**src/sv/erla_pkg.sv**
```systemverilog
// Shared types, codes and constants for the edge request LRU admission block.
package erla_pkg;

   localparam int DEFAULT_MAX_ENTRIES = 64;

   localparam logic [31:0] CAPACITY_RESET  = 32'd536870912;
   localparam logic [9:0]  MAX_BUSY_RESET  = 10'd100;
   localparam logic [15:0] THRESHOLD_RESET = 16'd1000;
   localparam logic [6:0]  TIME_PER_UNIT   = 7'd100;

   localparam logic [1:0] CSR_CAPACITY  = 2'd0;
   localparam logic [1:0] CSR_MAX_BUSY  = 2'd1;
   localparam logic [1:0] CSR_THRESHOLD = 2'd2;

   localparam logic [2:0] OUT_HIT   = 3'd0;
   localparam logic [2:0] OUT_LOCAL = 3'd1;
   localparam logic [2:0] OUT_FWD   = 3'd2;
   localparam logic [2:0] OUT_FETCH = 3'd3;
   localparam logic [2:0] OUT_DONE  = 3'd4;

   localparam int CNT_REQ   = 0;
   localparam int CNT_HIT   = 1;
   localparam int CNT_MISS  = 2;
   localparam int CNT_LOCAL = 3;
   localparam int CNT_FWD   = 4;
   localparam int CNT_DONE  = 5;

   typedef struct packed {
      logic load;
      logic decide;
      logic evict;
      logic evict_done;
      logic insert;
   } erla_cmd_type;

   typedef struct packed {
      logic insert_req;
      logic evict_need;
      logic oversize;
   } erla_stat_type;

endpackage

```
**src/sv/erla_ctrl.sv**
```systemverilog
// Controller state machine: sequences lookup, eviction walk, insertion and response.
module erla_ctrl (
   input  logic                   clock,
   input  logic                   reset,
   input  logic                   start,
   output logic                   busy,
   output logic                   rsp_valid,
   input  erla_pkg::erla_stat_type stat,
   output erla_pkg::erla_cmd_type  cmd
);
   import erla_pkg::*;

   typedef enum logic [2:0] {
      S_IDLE, S_DECIDE, S_CHECK, S_EVICT, S_INSERT, S_RESP
   } state_type;

   state_type state_ff, state_in;

   always_comb begin
      cmd            = '0;
      state_in       = state_ff;
      cmd.load       = start && (state_ff == S_IDLE);
      case (state_ff)
         S_IDLE: begin
            if (start) state_in = S_DECIDE;
         end
         S_DECIDE: begin
            cmd.decide = 1'b1;
            state_in   = stat.insert_req ? S_CHECK : S_RESP;
         end
         S_CHECK: begin
            if (stat.evict_need) begin
               cmd.evict = 1'b1;
               state_in  = S_EVICT;
            end else if (stat.oversize) begin
               state_in = S_RESP;
            end else begin
               state_in = S_INSERT;
            end
         end
         S_EVICT: begin
            cmd.evict_done = 1'b1;
            state_in       = S_CHECK;
         end
         S_INSERT: begin
            cmd.insert = 1'b1;
            state_in   = S_RESP;
         end
         S_RESP: begin
            state_in = S_IDLE;
         end
         default: state_in = S_IDLE;
      endcase
   end

   always_ff @(posedge clock) begin
      if (reset) begin
         state_ff <= S_IDLE;
      end else begin
         state_ff <= state_in;
      end
   end

   assign busy      = (state_ff != S_IDLE);
   assign rsp_valid = (state_ff == S_RESP);

   a_strobe_single: assert property (@(posedge clock) disable iff (reset)
      rsp_valid |=> !rsp_valid) else $error("result strobe longer than one cycle");
   a_evict_then_check: assert property (@(posedge clock) disable iff (reset)
      cmd.evict |=> (state_ff == S_EVICT)) else $error("eviction without size update");
   a_load_idle: assert property (@(posedge clock) disable iff (reset)
      cmd.load |=> busy) else $error("item accepted but block not busy");
endmodule

```
**config.mk**
```make
export PLATFORM = sky130hd
export DESIGN_NAME = erla_ctrl
export DESIGN_NICKNAME = d
export VERILOG_FILES = /design/src/sv/erla_pkg.sv /design/src/sv/erla_ctrl.sv
export SDC_FILE = /design/constraint.sdc
export NUM_CORES = 1
export LEC_CHECK = 0
export ABC_AREA = 1
export BUFFER_PORTS_ARGS = -buffer_cell sky130_fd_sc_hd__buf_2
export CORE_AREA = 2 2 39 41
export CTS_CLUSTER_SIZE = 30
export DETAILED_ROUTE_END_ITERATION = 8
export DIE_AREA = 0 0 41 43
export GPL_TIMING_DRIVEN = 1
export PLACE_DENSITY = 0.41
export SYNTH_ARGS = -nofsm -noshare
export SYNTH_HDL_FRONTEND = slang
export SYNTH_SLANG_ARGS = --single-unit
```
**constraint.sdc**
```tcl
create_clock -name clock -period 2.26 [get_ports clock]
set_input_delay 0.339 -clock clock [delete_from_list [all_inputs] [get_ports clock]]
set_output_delay 0.339 -clock clock [all_outputs]
set_load 0.01 [all_outputs]
```
==> results.yml, run 1 <==
sta:
  fmax_mhz: 714
  slew_headroom_pct: 87.5
  setup_viol: 0
  final-max-slew-violation-count: 0
  fin_skew_ns: 0.00354
  final.setup.tns_ns: 0
  hold_violations: 0
  period_minus_slack_ns: 1.40
  tightest_slew_ns: 0.187
  grt_setup_unrepaired: "no"
  post-route-period-util_pct: 62.0
place:
  portBuffers: 12
  place_congestion: 0.695
  dp_hpwl_um: 435
  post_dp_cell_area_um2: 313
cts:
  htreeDepth: 1
  cts_resized: 0
  clock_sinks: 3
  cts_root_buf: "clkbuf_4"
  clk_pin_slew_worst_paths_ns: 0.04
  cts_buffers: 3
  cts.path.max_buffers: 2
  insertion_delay_ns: 0.24
  cts_setup_buffers: 0
  hold_buffers: 0
  cts_tree: "done"
global_route:
  grt_pass1_vias: 231
  grt_max_degree: 7
  grt_pass1_wl_um: 862
  track_usage_pct: 7.82
  antenna_found_initial: 0
  globalRouteOverflowTotal: 0
setup_path:
  crit_slowest_cell: "dfxtp_1"
  critical_path_buf_inv_count: 1
  critical_path_class: "flip-flop to output pin"
  worstRegToRegCells: 6
  critical_path_depth: 4
  rr_endpoint: "state_ff[0]$_SDFFE_PP0P_"
  crit_fanout: 5
  rr_startpoint: "state_ff[1]$_SDFFE_PP0P_"
  max_stage_delay_ns: 0.35
  crit_required_ns: 1.92
  cp-start-kind: "flip-flop"
  critical_path_arrival_ns: 1.06
  crit_path_end: "cmd[4]"
  cpLargestDelayFamily: "simple AND/OR/NAND/NOR gates"
  rrSetupSlack_ns: 1.31
  startpoint: "state_ff[1]$_SDFFE_PP0P_"
  worstPathCellList: "nor2_2 -> nand2_2 -> nor2_1 -> buf_2"
  end_kind: "output pin"
synthesis:
  synthesis.nets: 48
  synth_warnings: 0
  ys_ff_latch: 3
  synth.cell_area_um2: 233
  syn_area_per_cell_um2: 5.54
  syn_inst: 42
  ys_seq_area_share_pct: 25.8
  ys_types: 11
floorplan:
  die-area_um2: 1760
  die_height_um: 43
  start_util_pct: 16.8
  dieWidth_um: 41
  core_um2: 1380
  row_count: 14
  io_pins: 13
layout:
  diodes: 0
  fillers: 174
  post-route-util_pct: 24.5
  top_regs: "state_ff x3"
  largest-register: "state_ff"
  fin_area_um2: 339
  syn_to_final_growth_pct: 45.7
  drive_gt1_share_pct: 39.7
  largest_register_ff_count: 3
  nets: 65
route:
  wire_per_inst_um: 7.11
  drc: 0
  vias: 271
  via_per_inst: 3.66
  first_pass_iters: 1
  final_antenna_net_count: 0
  drtIter0Drc: 0
  routed_wl_um: 526
pwr:
  p_leak_nw: 0.218
  vdd_ir_drop_max_mv: 0.296
  power-per-cell-area_nw_per_um2: 775
  finalPower_uw: 263
flow_run:
  maxCapViolCount: 0
status:
  outcome: "completed"
worst_hold_path:
  min_path_type: "input port to flip-flop"
==> worst register-to-register path, stage by stage, from the launching register on <==
cell	delay, ns
dfxtp_1	0.35
nor2_2	0.19
nand2_2	0.09
nor2_2	0.08
nor2_1	0.05
nand2_1	0.06
inv_1	0.03
==> cell usage in the layout, fill, tap and decap left out <==
| master | synthesis | final |
|---|---|---|
| buf_2 | 0 | 12 |
| inv_1 | 11 | 11 |
| nand2_1 | 6 | 6 |
| nor2_2 | 5 | 5 |
| nor2_1 | 5 | 5 |
| nand3_1 | 5 | 5 |
| clkbuf_4 | 0 | 3 |
| dfxtp_1 | 3 | 3 |
| inv_2 | 2 | 2 |
| nor3_1 | 2 | 2 |
| nand2_2 | 1 | 1 |
| o21ai_0 | 1 | 1 |
| a21oi_1 | 1 | 1 |
| clkbuf_1 | 0 | 1 |
==> cell usage after synthesis <==
cell type / instances / area [um2]
a21oi_1: 1 / 5.00
dfxtp_1: 3 / 60.1
inv_2: 2 / 7.51
inv_1: 11 / 41.3
nor2_2: 5 / 31.3
nand2_1: 6 / 22.5
o21ai_0: 1 / 5.00
nand3_1: 5 / 25.0
nor2_1: 5 / 18.8
nand2_2: 1 / 6.26
nor3_1: 2 / 10.0
==> worst min path at each step <==
stage | from | to | slack [ns] | depth (start not counted)
global route | reset | state_ff[1]$_SDFFE_PP0P_ | 0.27 | 2
floorplan | reset | state_ff[1]$_SDFFE_PP0P_ | 0.41 | 1
CTS | reset | state_ff[1]$_SDFFE_PP0P_ | 0.27 | 2
finish | reset | state_ff[1]$_SDFFE_PP0P_ | 0.27 | 2
detailed placement | reset | state_ff[1]$_SDFFE_PP0P_ | 0.53 | 2
global placement | reset | state_ff[1]$_SDFFE_PP0P_ | 0.52 | 2
==> per-layer routing <==
metal | up-vias | wire length [um] | GRT usage (%)
li1 | 154 | - | -
met1 | 107 | 222 | 8.31
met2 | 10 | 247 | 10.6
met3 | 0 | 56 | 9.42
met4 | 0 | 0 | 0
met5 | - | 0 | 0
==> cell families after synthesis <==
| logic type | after synthesis | synth area share [%] |
|---|---|---|
| buf+inv | 13 | 21.0 |
| simple gates | 24 | 48.9 |
| flops | 3 | 25.8 |
| compound gates | 2 | 4.30 |
==> final cells by class <==
type / count / area, um2 / area share (%)
flip-flops and latches: 3 / 60.1 / 17.7
well taps: 16 / 20.0 / 5.90
multi-input cells: 26 / 124 / 36.5
repair buffers: 12 / 60.1 / 17.7
clock buffers: 4 / 26.3 / 7.75
inverters: 13 / 48.8 / 14.4
==> through the flow <==
stage	hold WS [ns]	setup slack, ns	instances
after floorplan	0.411	1.14	42
after global placement	0.519	1.11	70
after detailed placement	0.525	1.10	70
after CTS	0.271	0.838	74
after global routing	0.270	0.731	74
final	0.273	0.859	74
==> report_power, final <==
group	leakage [nW]	internal, mW	switching [mW]
clock	0.0150	0.0663	0.0302
sequential	0.0247	0.0614	0.00899
combinational	0.178	0.0367	0.0592
Note: power is estimated with default switching activity, not from simulation.
==> run 2, diff against run 1 <==
==> constraint.sdc (replaced) <==
create_clock -name clock -period 1.3 [get_ports clock]
set_input_delay 0.195 -clock clock [delete_from_list [all_inputs] [get_ports clock]]
set_output_delay 0.195 -clock clock [all_outputs]
set_load 0.01 [all_outputs]
==> run 2 against run 1 <==
Effect of this change:
- hold slack got worse by 0.15 ns
- first-iteration DRC count increased by 1
- combinational power increased by 80%
- sequential power increased by 83%
- highest routed layer unchanged
- clock power increased by 74%
- power increased by 79%
- global-route usage unchanged
- clock-buffer cell count unchanged
- critical path depth increased by 1
==> results.yml, run 2 (same netlist as run 1, synthesis figures left out) <==
status:
  outcome: "completed"
global_route:
  grt_pass1_vias: 231
  grt_max_degree: 7
  globalRouteOverflowTotal: 0
  track_usage_pct: 7.82
  antenna_found_initial: 0
  grt_pass1_wl_um: 862
cts:
  cts_root_buf: "clkbuf_4"
  cts.path.max_buffers: 2
  clock_sinks: 3
  clk_pin_slew_worst_paths_ns: 0.04
  cts_tree: "done"
  cts_buffers: 3
  htreeDepth: 1
  cts_setup_buffers: 0
  insertion_delay_ns: 0.24
pwr:
  internal_power_uw: 292
  p_seq_share_pct: 27.5
  p_leak_nw: 0.223
  power-per-cell-area_nw_per_um2: 1330
  combPwrFrac_pct: 36.8
  power_switching_uw: 178
  p_sw_share_pct: 37.8
  clkPwrFrac_pct: 35.7
  finalPower_uw: 470
  vdd_ir_drop_max_mv: 0.514
floorplan:
  die_height_um: 43
  dieWidth_um: 41
  io_pins: 13
  row_count: 14
  core_um2: 1380
  start_util_pct: 16.8
  die-area_um2: 1760
setup_path:
  max_stage_delay_ns: 0.36
  startpoint: "state_ff[0]$_SDFFE_PP0P_"
  worstPathCellList: "inv_2 -> nor2_2 -> nand2_1 -> inv_1 -> buf_2"
  crit_slowest_cell: "dfxtp_2"
  crit_required_ns: 1.11
  critical_path_class: "flip-flop to output pin"
  end_kind: "output pin"
  crit_fanout: 6
  rr_startpoint: "state_ff[1]$_SDFFE_PP0P_"
  cp-start-kind: "flip-flop"
  critical_path_arrival_ns: 1.02
place:
  portBuffers: 12
  place_inst: 70
  dp_hpwl_um: 435
  place_congestion: 0.695
layout:
  nets: 65
  multiInputGateArea_um2: 136
  top_regs: "state_ff x3"
  final_cell_mix: "12 x buf_2, 11 x inv_1, 5 x nand2_1, 5 x nor2_1, 5 x nand3_1"
  final_cells: 74
  largest_register_ff_count: 3
  ff_latch_area_um2: 62.6
  syn_to_final_growth_pct: 52.2
  drive_gt1_share_pct: 46.6
  diodes: 0
  largest-register: "state_ff"
  final_common_cell: "buf_2"
  fillers: 170
sta:
  fmax_mhz: 825
  setup_viol: 0
  hold_violations: 0
  whs_ns: 0.122
  final-max-slew-violation-count: 0
  fin_skew_ns: 0.00227
  post-route-period-util_pct: 93.2
  tightest_slew_ns: 0.162
  period_minus_slack_ns: 1.21
  slew_headroom_pct: 89.1
route:
  via_per_inst: 3.69
  drtIter0Drc: 1
  wire_per_inst_um: 7.20
  routed_wl_um: 533
  final_antenna_net_count: 0
  drc: 0
  vias: 273
  first_pass_iters: 2
worst_hold_path:
  min_path_type: "input port to flip-flop"
  hold_start: "reset"
flow_run:
  maxCapViolCount: 0
-- run 2: cell type report --
cell class / count / share of cell area, %
inverter: 13 / 13.8
timing repair buffer: 12 / 17.0
multi-input combinational: 26 / 38.5
clock buffer: 4 / 7.42
tap: 16 / 5.65
sequential: 3 / 17.7
-- run 2: timing repair --
| action | CTS | global route |
|---|---|---|
| resized for setup | 0 | 5 |
| hold buffers | 0 | 0 |
| setup endpoints to repair | 0 | 6 |
-- run 2: power by group through the flow --
stage / combinational (mW) / clock (mW) / sequential [mW]
2_1_floorplan: 0.119 / 0 / 0.122
3_3_place_gp: 0.172 / 0 / 0.125
3_5_place_dp: 0.170 / 0 / 0.124
4_1_cts: 0.171 / 0.176 / 0.122
5_1_grt: 0.200 / 0.189 / 0.132
6_report: 0.173 / 0.168 / 0.129
-- run 2: worst max-delay path, delay by kind of cell (launching register included) --
family | cells | cell delay, ns
simple gates | 2 | 0.17
flops | 1 | 0.36
buf+inv | 3 | 0.24
-- run 2: final timing paths --
check / to / slack [ns] / cells after the start
worst max-delay path: cmd[3] / 0.09 / 5
worst min-delay path: state_ff[1]$_SDFFE_PP0P_ / 0.12 / 2
worst max register to register: state_ff[0]$_SDFFE_PP0P_ / 0.41 / 6
worst min register to register: state_ff[2]$_SDFFE_PP0P_ / 0.64 / 4
-- run 2: layer usage --
layer  up-vias  GRT usage (%)  wire length (um)
li1        154              -                 -
met1       110           8.31               219
met2         9           10.6               251
met3         0           9.42                62
met4         0              0                 0
met5         -              0                 0
-- run 2: stage by stage --
| stage | cell area [um2] | setup WS, ns | TNS, ns | util, % |
|---|---|---|---|---|
| CTS | 339 | 0.0223 | 0 | 24.5 |
| floorplan | 233 | 0.322 | 0 | - |
| detailed placement | 313 | 0.282 | 0 | 22.6 |
| global placement | 313 | 0.294 | 0 | 22.6 |
| finish | 354 | 0.0880 | 0 | 25.6 |
| global route | 354 | -0.00000244 | -0.00000244 | 25.6 |
